**src/pctl_pkg.sv**
```systemverilog
package pctl_pkg;

  localparam int unsigned DEV_W      = 16;
  localparam int unsigned FILE_W     = 32;
  localparam int unsigned OFF_W      = 32;
  localparam int unsigned SLOT_OUT_W = 5;
  localparam int unsigned BYTE_OUT_W = 12;
  localparam int unsigned IN_DATA_W  = 80;
  localparam int unsigned OUT_DATA_W = 24;

  localparam logic ACT_GET   = 1'b0;
  localparam logic ACT_PROBE = 1'b1;

  typedef enum logic [2:0] {
    ST_IDLE = 3'b001,
    ST_SCAN = 3'b010,
    ST_DONE = 3'b100
  } state_e;

  typedef struct packed {
    logic start;
    logic scan;
    logic finish;
  } cmd_t;

  typedef struct packed {
    logic match;
    logic last;
    logic out_free;
  } status_t;

endpackage

```
**src/page_cache_tag_lookup_fifo_top.sv**
```systemverilog
// Tag lookup and FIFO replacement for a fully associative page cache.
// Input channel s_axis: one transfer per request, tuser selects get or probe.
// Output channel m_axis: one transfer per request with hit, slot, fill flag
// and the byte offset within the page.
// A request is taken only while the engine is idle. Its tag is compared with
// the tag memory one slot per cycle, starting at slot 0, through a registered
// read port; the scan stops at the first valid match.
// The scan ends at a hit in the matching slot, or for a miss once the last slot
// has been compared; the result is then loaded into the output register and the
// engine returns to idle, where the next request is taken.
// A get that misses writes the tag into the slot under the replacement
// pointer and advances the pointer, wrapping at SLOTS.
// Reset clears all valid bits and the pointer at once; no clearing pass.
// The result sits in an output register: a new request is still accepted
// while it waits, but the next result is held back until m_axis_tready
// frees that register.
module page_cache_tag_lookup_fifo_top
  import pctl_pkg::*;
#(
  parameter int unsigned SLOTS      = 32,
  parameter int unsigned PAGE_BYTES = 4096
) (
  input  logic                  clk_i,
  input  logic                  rst_ni,
  input  logic                  s_axis_tvalid,
  output logic                  s_axis_tready,
  // device_id [15:0], file_id [47:16], byte_offset [79:48]
  input  logic [IN_DATA_W-1:0]  s_axis_tdata,
  // action [0]
  input  logic                  s_axis_tuser,
  output logic                  m_axis_tvalid,
  input  logic                  m_axis_tready,
  // hit [0], slot [5:1], must_fill [6], byte_in_page [18:7], zero [23:19]
  output logic [OUT_DATA_W-1:0] m_axis_tdata
);

  cmd_t    cmd;
  status_t status;

  logic                  out_hit;
  logic [SLOT_OUT_W-1:0] out_slot;
  logic                  out_fill;
  logic [BYTE_OUT_W-1:0] out_byte;

  pctl_ctrl u_ctrl (
    .clk_i      (clk_i),
    .rst_ni     (rst_ni),
    .in_valid_i (s_axis_tvalid),
    .in_ready_o (s_axis_tready),
    .status_i   (status),
    .cmd_o      (cmd)
  );

  pctl_dp #(
    .SLOTS      (SLOTS),
    .PAGE_BYTES (PAGE_BYTES)
  ) u_dp (
    .clk_i       (clk_i),
    .rst_ni      (rst_ni),
    .cmd_i       (cmd),
    .status_o    (status),
    .in_action_i (s_axis_tuser),
    .in_device_i (s_axis_tdata[15:0]),
    .in_file_i   (s_axis_tdata[47:16]),
    .in_offset_i (s_axis_tdata[79:48]),
    .out_valid_o (m_axis_tvalid),
    .out_ready_i (m_axis_tready),
    .out_hit_o   (out_hit),
    .out_slot_o  (out_slot),
    .out_fill_o  (out_fill),
    .out_byte_o  (out_byte)
  );

  assign m_axis_tdata = {5'b0, out_byte, out_fill, out_slot, out_hit};

endmodule

```
**src/pctl_ctrl.sv**
```systemverilog
module pctl_ctrl
  import pctl_pkg::*;
(
  input  logic    clk_i,
  input  logic    rst_ni,
  input  logic    in_valid_i,
  output logic    in_ready_o,
  input  status_t status_i,
  output cmd_t    cmd_o
);

  state_e state_q, state_d;

  always_comb begin
    state_d    = state_q;
    cmd_o      = '0;
    in_ready_o = 1'b0;
    case (state_q)
      ST_IDLE: begin
        in_ready_o = 1'b1;
        if (in_valid_i) begin
          cmd_o.start = 1'b1;
          state_d     = ST_SCAN;
        end
      end
      ST_SCAN: begin
        cmd_o.scan = 1'b1;
        if (status_i.match || status_i.last) begin
          state_d = ST_DONE;
        end
      end
      ST_DONE: begin
        if (status_i.out_free) begin
          cmd_o.finish = 1'b1;
          state_d      = ST_IDLE;
        end
      end
      default: begin
        state_d = ST_IDLE;
      end
    endcase
  end

  always_ff @(posedge clk_i or negedge rst_ni) begin
    if (!rst_ni) begin
      state_q <= ST_IDLE;
    end else begin
      state_q <= state_d;
    end
  end

endmodule

```
**src/pctl_dp.sv**
```systemverilog
module pctl_dp
  import pctl_pkg::*;
#(
  parameter int unsigned SLOTS      = 32,
  parameter int unsigned PAGE_BYTES = 4096
) (
  input  logic                  clk_i,
  input  logic                  rst_ni,
  input  cmd_t                  cmd_i,
  output status_t               status_o,
  input  logic                  in_action_i,
  input  logic [DEV_W-1:0]      in_device_i,
  input  logic [FILE_W-1:0]     in_file_i,
  input  logic [OFF_W-1:0]      in_offset_i,
  output logic                  out_valid_o,
  input  logic                  out_ready_i,
  output logic                  out_hit_o,
  output logic [SLOT_OUT_W-1:0] out_slot_o,
  output logic                  out_fill_o,
  output logic [BYTE_OUT_W-1:0] out_byte_o
);

  localparam int unsigned SW     = $clog2(SLOTS);
  localparam int unsigned OFFS_W = $clog2(PAGE_BYTES);
  localparam int unsigned PAGE_W = OFF_W - OFFS_W;
  localparam int unsigned TAG_W  = DEV_W + FILE_W + PAGE_W;
  localparam logic [SW-1:0] LAST = SW'(SLOTS - 1);

  logic [TAG_W-1:0]  tag_mem [SLOTS];
  logic [SLOTS-1:0]  valid_q;
  logic [SW-1:0]     ptr_q;

  logic              action_q;
  logic [TAG_W-1:0]  tag_q;
  logic [OFFS_W-1:0] within_q;

  logic [SW-1:0]     scan_idx_q;
  logic              addr_done_q;
  logic [TAG_W-1:0]  rd_tag_q;
  logic [SW-1:0]     rd_idx_q;
  logic              rd_vld_q;
  logic              hit_q;
  logic [SW-1:0]     hit_slot_q;

  logic              out_valid_q;
  logic              out_hit_q;
  logic [SLOT_OUT_W-1:0] out_slot_q;
  logic              out_fill_q;
  logic [BYTE_OUT_W-1:0] out_byte_q;

  logic              issue;
  logic              match;
  logic              alloc;
  logic [SW-1:0]     res_slot;

  assign issue = cmd_i.scan && !addr_done_q;
  assign match = rd_vld_q && valid_q[rd_idx_q] && (rd_tag_q == tag_q);
  assign alloc = !hit_q && (action_q == ACT_GET);
  assign res_slot = alloc ? ptr_q : (hit_q ? hit_slot_q : '0);

  assign status_o.match    = match;
  assign status_o.last     = rd_vld_q && (rd_idx_q == LAST) && !match;
  assign status_o.out_free = !out_valid_q || out_ready_i;

  always_ff @(posedge clk_i) begin
    if (cmd_i.start) begin
      action_q <= in_action_i;
      tag_q    <= {in_device_i, in_file_i, in_offset_i[OFF_W-1:OFFS_W]};
      within_q <= in_offset_i[OFFS_W-1:0];
    end
    if (issue) begin
      rd_tag_q <= tag_mem[scan_idx_q];
      rd_idx_q <= scan_idx_q;
    end
    if (cmd_i.finish && alloc) begin
      tag_mem[ptr_q] <= tag_q;
    end
    if (cmd_i.scan && match) begin
      hit_slot_q <= rd_idx_q;
    end
    if (cmd_i.finish) begin
      out_hit_q  <= hit_q;
      out_slot_q <= SLOT_OUT_W'(res_slot);
      out_fill_q <= alloc;
      out_byte_q <= BYTE_OUT_W'(within_q);
    end
  end

  always_ff @(posedge clk_i or negedge rst_ni) begin
    if (!rst_ni) begin
      valid_q     <= '0;
      ptr_q       <= '0;
      scan_idx_q  <= '0;
      addr_done_q <= 1'b0;
      rd_vld_q    <= 1'b0;
      hit_q       <= 1'b0;
      out_valid_q <= 1'b0;
    end else begin
      if (cmd_i.start) begin
        scan_idx_q  <= '0;
        addr_done_q <= 1'b0;
        rd_vld_q    <= 1'b0;
        hit_q       <= 1'b0;
      end else begin
        rd_vld_q <= issue;
        if (issue) begin
          scan_idx_q <= scan_idx_q + 1'b1;
          if (scan_idx_q == LAST) begin
            addr_done_q <= 1'b1;
          end
        end
        if (cmd_i.scan && match) begin
          hit_q <= 1'b1;
        end
      end
      if (cmd_i.finish && alloc) begin
        valid_q[ptr_q] <= 1'b1;
        ptr_q          <= (ptr_q == LAST) ? '0 : ptr_q + 1'b1;
      end
      if (cmd_i.finish) begin
        out_valid_q <= 1'b1;
      end else if (out_ready_i) begin
        out_valid_q <= 1'b0;
      end
    end
  end

  assign out_valid_o = out_valid_q;
  assign out_hit_o   = out_hit_q;
  assign out_slot_o  = out_slot_q;
  assign out_fill_o  = out_fill_q;
  assign out_byte_o  = out_byte_q;

  a_alloc_sets_valid : assert property (
    @(posedge clk_i) disable iff (!rst_ni)
    (cmd_i.finish && alloc) |=> valid_q[$past(ptr_q)]
  ) else $error("allocated slot not marked valid");

  a_hit_no_fill : assert property (
    @(posedge clk_i) disable iff (!rst_ni)
    out_valid_q |-> !(out_hit_q && out_fill_q)
  ) else $error("result reports both hit and fill");

  a_probe_keeps_ptr : assert property (
    @(posedge clk_i) disable iff (!rst_ni)
    (cmd_i.finish && (action_q == ACT_PROBE)) |=> $stable(ptr_q)
  ) else $error("probe moved the replacement pointer");

  a_match_only_scanned : assert property (
    @(posedge clk_i) disable iff (!rst_ni)
    match |-> valid_q[rd_idx_q]
  ) else $error("match on an invalid slot");

endmodule
```
**config.mk**
```make
export PLATFORM = sky130hd
export DESIGN_NAME = page_cache_tag_lookup_fifo_top
export DESIGN_NICKNAME = d
export VERILOG_FILES = /design/src/pctl_pkg.sv /design/src/page_cache_tag_lookup_fifo_top.sv /design/src/pctl_ctrl.sv /design/src/pctl_dp.sv
export SDC_FILE = /design/constraint.sdc
export NUM_CORES = 2
export LEC_CHECK = 0
export ABC_CLOCK_PERIOD_IN_PS = 7400
export BUFFER_PORTS_ARGS = -buffer_cell sky130_fd_sc_hd__buf_2
export CAP_MARGIN = 15
export CORE_UTILIZATION = 45
export DETAILED_ROUTE_END_ITERATION = 16
export PLACE_DENSITY = 0.72
export SYNTH_ARGS = -nofsm -noshare
export SYNTH_HDL_FRONTEND = slang
export SYNTH_SLANG_ARGS = --single-unit
```
**constraint.sdc**
```tcl
create_clock -name clk_i -period 7.4 [get_ports clk_i]
set_clock_uncertainty 0.15 [all_clocks]
set_input_delay 1.11 -clock clk_i [delete_from_list [all_inputs] [get_ports clk_i]]
set_output_delay 1.11 -clock clk_i [all_outputs]
set_load 0.01 [all_outputs]
```
# [Yosys cells after proc, flatten, opt, wreduce, memory -nomap -nowiden]
# Memory sizes are Yosys's and may differ from the RTL's. A register that Yosys moved wholly into a read port is not among the register bits.
# Index checks and enable logic that the tools add are counted.
# Widths: inputs -> output; s select.
[totals] memories=1 input_bits=85 elab_cells=85 ff_bits=159 mem_bits_rw=2176 out_inout_bits=26
[op_classes] reduce_logical=21 bitwise=2 muxes=29 n_eq_ne=10 add_sub_neg=2 order_cmp=3
[memory_table] name="u_dp.tag_mem" depth=32 word_bits=68 read_ports=1 rd_clocked_by_memory_dff=1 wr=1 line="pctl_dp.sv:29" rtl="logic [TAG_W-1:0] tag_mem [SLOTS];"
[ops] operator="$eq 68x68->1" count=1
[ops] operator="$or 32x32->32" count=1
[ops] operator="$mux 5" count=5
[ops] operator="$mux 1" count=18
[ops] operator="$eq 5x5->1 const B" count=3
[ops] operator="$lt 5x6->1 const B" count=2
[ops] operator="$add 5x1->5 const B" count=2
[ops] operator="$logic_and 1x1->1" count=9
[ops] operator="$mux 3" count=3
[ops] operator="$pmux 3 s3" count=1
[ops] operator="$reduce_bool 2->1" count=4
[ops] operator="$bmux 1 s5" count=1
[ops] operator="$demux 1 s5" count=1
[ops] operator="$ge 5x1->1 const B" count=1
[ops] operator="$logic_not 1->1" count=4
[ops] operator="$ne 2x2->1 const B" count=2
[ops] operator="$eq 3x1->1 const B" count=1
[ops] operator="$eq 3x2->1 const B" count=1
[ops] operator="$eq 3x3->1 const B" count=1
[ops] operator="$reduce_and 3->1" count=1
[ops] operator="$logic_or 1x1->1" count=2
[ops] operator="$ne 2x1->1 const B" count=1
[ops] operator="$reduce_and 2->1" count=1
[ops] operator="$not 1->1" count=1

# [Depth between registers and ports, before layout]
[logic_depth] depth_word=9 ltp_mapped=8 mapped_depth_nobuf=7

# [Modules after synthesis]
# Synthesis repeated with hierarchy kept, for this count alone.
[hier_totals] cells_unflattened=3672 area_unflattened_um2=91156.2
[by_module_without_submodules] module="pctl_dp" area_per_inst_um2=90929.7 instances=1 cells_per_inst=3648 seq_area_each_um2=71838.9
[by_module_without_submodules] module="pctl_ctrl" area_per_inst_um2=170.2 instances=1 cells_per_inst=16 seq_area_each_um2=76.3
[by_module_without_submodules] module="page_cache_tag_lookup_fifo_top" area_per_inst_um2=56.3 instances=1 cells_per_inst=8 seq_area_each_um2=0.0

# [Least setup slack after synthesis]
# Ideal clock, no wire load.
[synth_timing] path_type="input -> register" startpoint="input port m_axis_tready" endpoint="memory u_dp.tag_mem[11][0] (netlist bit), enable pin" required_time_ns=6.657 setup_time_ns=0.593 t_arrival_ns=7.617 n_path_buf=0 path_slack_ns=-0.960 stages=5 cell_sequence="nor2b_1 nor2_1 nand2_1 or2_1 nor3b_1"
[synth_lines] element="start: declaration" line="page_cache_tag_lookup_fifo_top.sv:32" rtl="input logic m_axis_tready,"
[synth_lines] element="end: declaration" line="pctl_dp.sv:29"

# [Worst setup path in the final report]
[layout_timing] startpoint="register u_ctrl.state_q[0]" endpoint="memory u_dp.tag_mem[13][25] (netlist bit), enable pin"
[layout_between] elab_chain_cells=5
[layout_lines] element="start: declaration" line="pctl_ctrl.sv:12" rtl="state_e state_q, state_d;"
[layout_lines] element="start signal: assignment" line="pctl_ctrl.sv:48" rtl="state_q <= state_d;"
[layout_lines] element="$eq 3x3->1" line="pctl_ctrl.sv:18" rtl="case (state_q)"
[layout_lines] element="$mux 1" line="pctl_ctrl.sv:18"
[layout_lines] element="$logic_and 1x1->1" line="pctl_dp.sv:75" rtl="if (cmd_i.finish && alloc) begin"
[layout_lines] element="$mux 1" line="pctl_dp.sv:75"
[layout_lines] element="$mux 1 (implied by the code)" line="pctl_dp.sv:76" rtl="tag_mem[ptr_q] <= tag_q;"
# Every way passes these cells.

==> out/qor.tcl <==
set qor(number_of_antenna_violations_at_the_first_check_in_global_routing) 7
set qor(design.core.area_sq_um) 200000
set qor(drive_above_1_share) 0.332
set qor(wire_per_inst_um) 31.4
set qor(route.final.wire_length_um) 213000
set qor(final-instance-count-excl-fill) 6781
set qor(setup.worst_path.start_class) {register}
set qor(area.sequential_sq_um) 71900
set qor(cts-root-to-sink-buffers) 3
set qor(drt-initial-drc-count) 5362
set qor(tightest_slew_ns) 1.16
set qor(port_buffer_count) 105
set qor(ys_top_cells_by_area) {sky130_fd_sc_hd__edfxtp_1, sky130_fd_sc_hd__mux4_2, sky130_fd_sc_hd__dfrtp_1}
set qor(report.final.slew_viol_count) 0
set qor(critical_path.endpoint_type) {register}
set qor(cts.sink_count) 2403
set qor(die-height_um) 451
set qor(primary_flip_flop_cell_chosen_by_synthesis_mapping) {sky130_fd_sc_hd__edfxtp_1}
set qor(cts_tree) {yes}
set qor(path_cells) {or3_1 > nor4_2 > nand2_1 > nor2_4 > buf_4}
set qor(edff_count_synth) 2354
set qor(worst_hold_path_type) {in -> async}
set qor(final.setup.tns_ns) 0
set qor(path_clk_slew_ns) 0.06
set qor(worst_path_max_delay_cell) {sky130_fd_sc_hd__nor2_4}
set qor(yosysUniqueCellTypes) 57
set qor(post-cts-setup-buffers) 0
set qor(syn_avg_cell_area_sq_um) 25.0
set qor(cts.htree.levels) 4
set qor(worst_ep_required_time_ns) 7.71
set qor(path_class) {reg -> reg}
set qor(initial_utilization) 0.454
set qor(synth_seq_area_share) 0.792
set qor(clock-root-buffer) {sky130_fd_sc_hd__clkbuf_16}
set qor(synth_warnings) 0
set qor(route.antenna.remaining_nets) 0
set qor(hold-worst-slack_ns) 0.242
set qor(clock_insertion_delay_worst_skew_ns) 0.87
set qor(placedCellCount) 6363
set qor(timing.critical_path.arrival_ns) 5.15
set qor(final_net_count) 4032
set qor(tritoncts.num_buffers) 228
set qor(max_slew_margin) 0.226
set qor(leading_area_contributor_after_synthesis) {sky130_fd_sc_hd__edfxtp_1}
set qor(overflow_left_after_global_routing) 0
set qor(postSynthCellCount) 3636
set qor(power.static_leakage_nw) 31.3
set qor(power_density_nw_per_um2) 254
set qor(fin_crit_ns) 4.85
set qor(post_cts_resized) 0
set qor(place.detailed.hpwl_um) 111000
set qor(die-width_um) 451
set qor(worst_path_dominant_cell_family) {simple AND/OR/NAND/NOR gates}
set qor(gp_congestion) 0.805
set qor(achievable-frequency_mhz) 206
set qor(rows) 164
set qor(ys_ff_latch) 2403
set qor(viasPerCell) 6.06
set qor(drc_errors) 9
set qor(violations) {design-rule violations}
set qor(timing.critical_path.buf_inv) 1
set qor(fillerInstances) 15000
set qor(grt_util_all_layers) 0.209
set qor(synth.top_cell.area_share) 0.779
set qor(timing.reg2reg.worst_path_depth) 5
set qor(pin_count_of_the_biggest_net_entering_global_routing) 145
set qor(cts_hold_buf) 0
set qor(route.vias.total) 41100
set qor(synth_top_cells_by_count) {sky130_fd_sc_hd__edfxtp_1, sky130_fd_sc_hd__mux4_2, sky130_fd_sc_hd__clkbuf_1}
set qor(pin_count) 111
set qor(cap_violations) 0
set qor(status) {finished with violations}
set qor(final_hold_viol_count) 0
set qor(crit_path_max_fanout) 33
set qor(yosysMostFrequentCell) {sky130_fd_sc_hd__edfxtp_1}
set qor(critPathMaxStageDelay_ns) 1.04
set qor(vdd.ir_drop.worst_mv) 0.224
set qor(syn_to_layout_area_delta_pct) 13.5
set qor(synth-async-reset-ratio) 0.0204
set qor(worstSetupPathDepth) 5
set qor(grt_setup_unrepaired) {false}
set qor(die_area_sq_um) 203000
set qor(setup_violations) 0
set qor(finalCritPeriodShare) 0.655
set qor(grt_first_pass_wirelength_um) 305000
set qor(detailedRoute.firstPassIterationCount) 12
set qor(number_of_global_route_vias_before_repair) 42000
set qor(netlist_area_sq_um) 90800
set qor(multi_input_comb_area_sq_um) 18300
layout make-up:
cell class	instances	share of cell area
multi-input cells	1034	0.178
well taps	2656	0.0323
inverters	28	0.00107
clock buffers	274	0.0581
diodes	4	0.0000972
repair buffers	245	0.0192
flip-flops and latches	2403	0.699
clock inverters	137	0.0131
path summary, 6_finish.rpt:
check                                                    from                             end  slack (ns)
worst max-delay path            u_ctrl.state_q[0]$_DFFE_PN1P_  u_dp.tag_mem[13][25]$_DFFE_PP_        2.55
worst min-delay path                                   rst_ni  u_dp.scan_idx_q[1]$_DFFE_PN0P_        0.24
worst max register to register  u_ctrl.state_q[0]$_DFFE_PN1P_  u_dp.tag_mem[13][25]$_DFFE_PP_        2.55
worst min register to register     u_dp.within_q[5]$_DFFE_PP_    u_dp.out_byte_o[5]$_DFFE_PP_        0.27
max in group asynchronous                              rst_ni  u_dp.scan_idx_q[3]$_DFFE_PN0P_        6.31
min in group clk_i                            s_axis_tdata[9]        u_dp.tag_q[61]$_DFFE_PP_        0.25
sequential cells by signal (all words and copies together), names as in the netlist, 12 cells and up:
register         cells
u_dp.tag_q          68
u_dp.rd_tag_q       68
u_dp.out_byte_o     12
u_dp.within_q       12
u_dp.tag_mem      2176
u_dp.valid_q        32
placed cells by master, fill, tap and decap left out, types with 6 or more instances in the layout:
cell / synthesis / final
sky130_fd_sc_hd__edfxtp_1: 2354 / 2354
sky130_fd_sc_hd__mux4_2: 680 / 680
sky130_fd_sc_hd__clkbuf_16: 0 / 230
sky130_fd_sc_hd__buf_2: 27 / 107
sky130_fd_sc_hd__buf_4: 8 / 107
sky130_fd_sc_hd__mux2_2: 69 / 69
sky130_fd_sc_hd__clkinv_1: 3 / 58
sky130_fd_sc_hd__dfrtp_1: 48 / 43
sky130_fd_sc_hd__clkinv_2: 0 / 39
sky130_fd_sc_hd__clkbuf_1: 92 / 38
sky130_fd_sc_hd__or2_1: 33 / 33
sky130_fd_sc_hd__buf_12: 0 / 29
sky130_fd_sc_hd__nor2_4: 0 / 26
sky130_fd_sc_hd__xnor2_1: 21 / 21
sky130_fd_sc_hd__xor2_1: 20 / 20
sky130_fd_sc_hd__inv_1: 19 / 18
sky130_fd_sc_hd__nand2_1: 18 / 18
sky130_fd_sc_hd__bufinv_16: 0 / 18
sky130_fd_sc_hd__mux2i_1: 16 / 16
sky130_fd_sc_hd__nor2_1: 38 / 12
sky130_fd_sc_hd__nand2b_1: 11 / 11
sky130_fd_sc_hd__nand4_1: 10 / 10
sky130_fd_sc_hd__a22o_1: 9 / 9
sky130_fd_sc_hd__nor2b_1: 9 / 9
sky130_fd_sc_hd__o22ai_1: 9 / 9
sky130_fd_sc_hd__a22oi_1: 9 / 9
sky130_fd_sc_hd__inv_6: 0 / 8
sky130_fd_sc_hd__nor4_1: 7 / 7
sky130_fd_sc_hd__ha_1: 7 / 7
sky130_fd_sc_hd__clkinv_16: 0 / 7
sky130_fd_sc_hd__nand3_1: 6 / 6
sky130_fd_sc_hd__inv_2: 6 / 6
sky130_fd_sc_hd__clkbuf_8: 0 / 6
routing by layer:
metal  vias to the layer above  global-route usage  wire length (um)
met2                      2116               0.340            106000
met1                     22300               0.285             82300
met5                         -                   0                47
met4                         2              0.0657              6210
met3                       363              0.0423             18400
li1                      16300                   -                 -
logic make-up (layout without fill, tap and decap cells):
logic type	count (synthesis)	after routing	synth area share
xor+xnor	41	41	0.00396
buf+inv	203	684	0.00910
compound gates	52	52	0.00434
other cells	1	9	0.0000413
simple gates	164	164	0.0102
fa+ha+maj	7	7	0.000965
mux	765	765	0.179
flops	2403	2403	0.792
metrics by stage:
stage	area (sq um)	utilization	total power, mW	setup slack [ns]
floorplan	90800	-	15.0	0.0359
global placement	95600	0.478	15.0	2.14
detailed placement	95600	0.478	15.0	2.18
CTS	103000	0.514	26.3	2.62
global route	103000	0.515	26.8	2.50
finish	103000	0.515	26.2	2.55
power breakdown:
group                   switching, mW  internal (mW)
Clock                            5.04           6.40
Sequential     0.00000000000000000855           14.7
Combinational                  0.0186         0.0158
Note: power is estimated with default switching activity, not from simulation.
